**src/hdl/gmo_pkg.sv**
```systemverilog
`default_nettype none
package gmo_pkg;

	// Configuration register map
	localparam int REG_IDX_W = 1;
	localparam logic [REG_IDX_W-1:0] REG_FRAME_WIDTH  = 1'd0;
	localparam logic [REG_IDX_W-1:0] REG_FRAME_HEIGHT = 1'd1;

	localparam int CFG_DATA_W = 13;
	localparam int FW_BITS    = 11;
	localparam int FH_BITS    = 13;
	localparam logic [FW_BITS-1:0] FW_RESET = 11'd640;
	localparam logic [FH_BITS-1:0] FH_RESET = 13'd480;

	localparam int MAX_HEIGHT = 4096;
	localparam int ROW_W      = 12;

	localparam int DEF_MAX_WIDTH  = 1024;
	localparam int DEF_PIXEL_BITS = 16;

	// Job queue between front and back
	localparam int QDEPTH       = 8;
	localparam int QPTR_W       = 3;
	localparam int MAX_PER_ITEM = 3;
	localparam int PUSH_W       = 2;

	// Orientation arithmetic (turn fractions in Q.32, ratio in Q.30)
	localparam int ORI_W     = 16;
	localparam int FRAC      = 30;
	localparam int DIV_STEPS = 31;
	localparam logic [31:0] K1        = 32'd124477236;
	localparam logic [31:0] K2        = 32'd661349404;
	localparam logic [31:0] BASE_POS  = 32'h2000_0000;
	localparam logic [31:0] BASE_NEG  = 32'h6000_0000;
	localparam logic [31:0] ROUND_ORI = 32'h0000_8000;

	typedef struct packed {
		logic room;
		logic avail;
	} q_status_t;

endpackage
`default_nettype wire

```
**src/hdl/gmo_queue.sv**
```systemverilog
`default_nettype none
module gmo_queue #(
	parameter int DATA_W = 8
) (
	input  wire logic                                           clk,
	input  wire logic                                           arst_n,
	input  wire logic [gmo_pkg::PUSH_W-1:0]                     push_num,
	input  wire logic [gmo_pkg::MAX_PER_ITEM*DATA_W-1:0]        push_data,
	input  wire logic                                           pop,
	output gmo_pkg::q_status_t                                  status,
	output logic [DATA_W-1:0]                                   head
);

	localparam int QD = gmo_pkg::QDEPTH;
	localparam int PW = gmo_pkg::QPTR_W;

	logic [DATA_W-1:0] mem_q [QD];
	logic [PW-1:0]     wr_q;
	logic [PW-1:0]     rd_q;
	logic [PW:0]       cnt_q;

	assign status.room  = cnt_q <= (PW+1)'(QD - gmo_pkg::MAX_PER_ITEM);
	assign status.avail = cnt_q != '0;
	assign head = mem_q[rd_q];

	// Store up to three jobs per beat in order
	always_ff @(posedge clk) begin
		for (int k = 0; k < gmo_pkg::MAX_PER_ITEM; k++) begin
			if (PW'(k) < PW'(push_num))
				mem_q[wr_q + PW'(k)] <= push_data[k*DATA_W +: DATA_W];
		end
	end

	// Advance pointers and fill count
	always_ff @(posedge clk or negedge arst_n) begin
		if (!arst_n) begin
			wr_q  <= '0;
			rd_q  <= '0;
			cnt_q <= '0;
		end else begin
			wr_q  <= wr_q + PW'(push_num);
			rd_q  <= rd_q + PW'(pop);
			cnt_q <= cnt_q + (PW+1)'(push_num) - (PW+1)'(pop);
		end
	end

	a_cnt_bound: assert property (@(posedge clk) disable iff (!arst_n)
		cnt_q <= (PW+1)'(QD))
		else $error("job queue count beyond depth");

	a_no_overflow: assert property (@(posedge clk) disable iff (!arst_n)
		(push_num != '0) |-> (cnt_q + (PW+1)'(push_num) <= (PW+1)'(QD)))
		else $error("job queue overflow");

	a_no_underflow: assert property (@(posedge clk) disable iff (!arst_n)
		pop |-> status.avail)
		else $error("job queue popped while empty");

	a_ptr_track: assert property (@(posedge clk) disable iff (!arst_n)
		(cnt_q == '0) |-> (wr_q == rd_q))
		else $error("job queue pointers disagree with count");

endmodule
`default_nettype wire

```
**config.mk**
```make
export PLATFORM = sky130hd
export DESIGN_NAME = gmo_queue
export DESIGN_NICKNAME = d
export VERILOG_FILES = /design/src/hdl/gmo_pkg.sv /design/src/hdl/gmo_queue.sv
export SDC_FILE = /design/constraint.sdc
export NUM_CORES = 1
export LEC_CHECK = 0
export BUFFER_PORTS_ARGS = -buffer_cell sky130_fd_sc_hd__buf_2
export CORE_ASPECT_RATIO = 0.9
export CORE_UTILIZATION = 61
export DETAILED_ROUTE_END_ITERATION = 8
export GPL_TIMING_DRIVEN = 1
export PLACE_DENSITY = 0.81
export SYNTH_ARGS = -nofsm -noshare
export SYNTH_HDL_FRONTEND = slang
export SYNTH_SLANG_ARGS = --single-unit
```
**constraint.sdc**
```tcl
create_clock -name clk -period 2.8 [get_ports clk]
set_input_delay 0 -clock clk [delete_from_list [all_inputs] [get_ports clk]]
set_output_delay 0 -clock clk [all_outputs]
set_load 0.05 [all_outputs]
```
==> results.md <==
* Total inserted antenna cells at 0
* Number of synthesized register bits at 74
* Slowest cell on the critical path: o2bb2ai_1
* Cell Pwr Density at 1310 nW/um^2
* Io pins at 39
* Critical Path End Type: register
* All-Layer GR Usage at 0.360
* Worst-Margin Slew at 1.28 ns
* Non-filler cells, final at 629
* Tot Pwr at 7320 uW
* 1st-iter DRT viols at 1,007
* DP Wirelength at 10,100 um
* RSZ-0062 raised after global routing: no
* Mapped cell area at 5120 sq um
* Final setup fails at 0
* Worst Skew at 0.00452 ns
* Vias at 4,609
* Sw frac at 0.472
* Bufs on Longest Clock Path at 2
* Tcrit/Tclk final at 0.848
* Fmax at 421 MHz
* DRT Pass-1 Iters at 6
* Vias in the first global route at 4,230
* DRC at 0
* Routed Antenna Nets at 0
* Pleak at 0.00193 uW
* Initial antenna violation count at 1
* Fin nets at 567
* Syn Inst Count at 519
* Combinational group share of total power at 0.560
* Die height at 88.9 um
* Seq/Total Area, Yosys at 0.424
* # port buffers at 38
* Worst Hold Class: input pin to asynchronous set/reset pin
* Worst-path cell chain: ha_1 -> xor2_4 -> o2bb2ai_1
* First-pass GRT wire length at 23,100 um
* Crit path max fanout at 8
* Data required, critical path at 2.78 ns
* Layout area overhead at 9.11%
* Core Region at 8110 sq um
* Largest net degree at the start of global routing at 69
* Clock Pin Slew Worst Setup and Hold Paths at 0.09 ns
* CP arrival at 2.35 ns
* Via density at 7.33
* Setup TNS at 0 ns
* MaxCap Viol Count at 0
* Rel. slew slack at 0.146
* Crit path launch type: register
* Switching power at 3450 uW
* Worst skew pair latency at 0.36 ns
* Placed Instances at 610
* Total congestion overflow at 0
* Width of the die at 98.6 um
* Max VDD drop at 1160 uV
* CTS Root Cell: clkbuf_8
* Syn avg cell area at 9.87 sq um
* Status: completed
* CTS sink count at 74
* Post-cts sizing count at 0
* Post-DR wirelength/cell at 23.7 um
* Syn_nets at 561
* Fin. max-slew vios at 0
* Fin. Hold Viols at 0
* CTS tree: built
* RD Place Congestion at 0.931
* Fill cells at 593
* Setup CP Type: register to register
* CP peak stage delay at 1.00 ns
* Final WL at 14,900 um
* Ys Warns at 0
* Std-Cell Rows at 31
* Postcts setup bufs at 0
* Sequential power share at 0.297
* Initial core utilization at 0.632
* Synth cell types at 41
* Cts bufs inserted at 9
* Die ar. at 8770 sq um
* Share of cells above drive strength 1 at 0.179
* Hold Buf Count CTS at 3
* Clock power frac at 0.143
* Minimum clock period at 2.37 ns
* Pint at 3870 uW
* Htree depth at 3
## worst max-delay path, delay by kind of cell (launching register included)
kind	cells	cell delay, ns
AO/OA/AOI/OAI	1	1.00
flip-flops	1	0.45
adder cells (fa/ha/maj)	1	0.33
XOR/XNOR	1	0.19
## sequential cells by signal, indices dropped and copies added, names as in the netlist
name,count
cnt_q,4
rd_q,3
wr_q,3
mem_q,64
## cell usage after synthesis
| cell type | number | share of area |
|---|---|---|
| xnor2_2 | 1 | 0.0032 |
| dfrtp_1 | 10 | 0.049 |
| a22oi_1 | 1 | 0.0015 |
| and4bb_2 | 6 | 0.015 |
| nor4bb_1 | 2 | 0.0039 |
| a21o_1 | 2 | 0.0029 |
| xor2_2 | 1 | 0.0032 |
| mux4_1 | 16 | 0.082 |
| o21ai_0 | 64 | 0.063 |
| and4b_1 | 16 | 0.031 |
| clkbuf_2 | 1 | 0.00098 |
| or2_0 | 2 | 0.0024 |
| or2_1 | 2 | 0.0024 |
| edfxtp_1 | 64 | 0.38 |
| buf_6 | 2 | 0.0044 |
| clkbuf_1 | 35 | 0.026 |
| buf_4 | 1 | 0.0015 |
| o21ai_1 | 1 | 0.00098 |
| o21bai_1 | 1 | 0.0015 |
| inv_1 | 12 | 0.0088 |
| a31oi_1 | 64 | 0.078 |
| fa_1 | 2 | 0.0078 |
| nand3_1 | 3 | 0.0029 |
| mux2_2 | 9 | 0.020 |
| nand2_1 | 66 | 0.048 |
| mux2i_1 | 1 | 0.0020 |
| nand3b_1 | 3 | 0.0044 |
| xor2_1 | 3 | 0.0051 |
| ha_1 | 11 | 0.027 |
| buf_2 | 17 | 0.017 |
| nand2b_1 | 2 | 0.0024 |
| buf_12 | 1 | 0.0039 |
| buf_1 | 9 | 0.0066 |
| o22ai_1 | 6 | 0.0073 |
| nor3_1 | 64 | 0.063 |
| or3b_1 | 1 | 0.0017 |
| or2_2 | 5 | 0.0061 |
| a21oi_1 | 1 | 0.00098 |
| o2bb2ai_1 | 2 | 0.0034 |
| xnor2_1 | 1 | 0.0017 |
| and4_1 | 8 | 0.014 |
## cells in the final DEF, fill, tap and decap left out, drive strengths merged, types with 2 or more instances in the layout
| master | Yosys | routed |
|---|---|---|
| nor4bb | 2 | 2 |
| dfrtp | 10 | 10 |
| o21ai | 65 | 65 |
| edfxtp | 64 | 64 |
| fa | 2 | 2 |
| and4b | 16 | 16 |
| nand3b | 3 | 3 |
| nand2 | 66 | 66 |
| mux4 | 16 | 16 |
| or2 | 9 | 9 |
| buf | 30 | 58 |
| inv | 12 | 13 |
| nor3 | 64 | 64 |
| and4 | 8 | 8 |
| o2bb2ai | 2 | 2 |
| clkbuf | 36 | 10 |
| nand3 | 3 | 3 |
| xnor2 | 2 | 2 |
| ha | 11 | 11 |
| xor2 | 4 | 4 |
| nand2b | 2 | 2 |
| a31oi | 64 | 64 |
| mux2 | 9 | 9 |
| and4bb | 6 | 6 |
| o22ai | 6 | 6 |
| a21o | 2 | 2 |
| bufinv | 0 | 3 |
| dlygate4sd3 | 0 | 3 |
## metal layers
metal | global-route usage | vias up | routed length [um]
met5 | 0 | - | 0
met4 | 0.141 | 0 | 562
met3 | 0.0993 | 69 | 2320
met2 | 0.537 | 407 | 6400
met1 | 0.507 | 2123 | 5630
li1 | - | 2010 | -
## path summary, 6_finish.rpt
check,start,to,slack (ns),cells after the start
min reg2reg,wr_q[1],wr_q[1],0.69,1
max in group asynchronous,arst_n,rd_q[2],2.52,2
min,arst_n,cnt_q[3],0.07,2
max reg2reg,wr_q[1],mem_q[0][0],0.43,3
max,wr_q[1],mem_q[0][0],0.43,3
min in group clk,push_data[6],mem_q[4][6],0.13,3
## kinds of logic (layout without fill, tap and decap cells)
group           Yosys count  in the layout  share of synthesized area
simple gates            180            180                      0.197
mux                      26             26                      0.104
compound gates          142            142                      0.159
flops                    74             74                      0.424
fa+ha+maj                13             13                     0.0347
xor+xnor                  6              6                     0.0132
buf+inv                  78             89                     0.0684
## cell type report
class                      instances  area [sq um]  share of cell area
sequential                        74          2170               0.389
timing repair buffer              61           383              0.0685
tap                               99           124              0.0222
clock inverter                     6           115              0.0206
inverter                          12          45.0             0.00806
clock buffer                      10           128              0.0228
multi-input combinational        367          2620               0.469
## power by group through the flow
stage	Combinational (uW)	Sequential, uW	Clock (uW)
floorplan	3150	1980	0
global placement	3870	2150	0
detailed placement	3970	2190	0
CTS	3990	2160	1040
global route	4340	2210	1080
finish	4100	2180	1040
## per-stage QoR
stage          utilization  setup WS (ns)  hold WS, ns  cell area [sq um]
2_1_floorplan            -          0.460       -0.296               5120
3_3_place_gp         0.656          0.556       -0.113               5320
3_5_place_dp         0.656          0.516       -0.111               5320
4_1_cts              0.690          0.499       0.0519               5590
5_1_grt              0.690          0.356       0.0758               5590
6_report             0.690          0.427       0.0683               5590
Note: power is estimated with default switching activity, not from simulation.
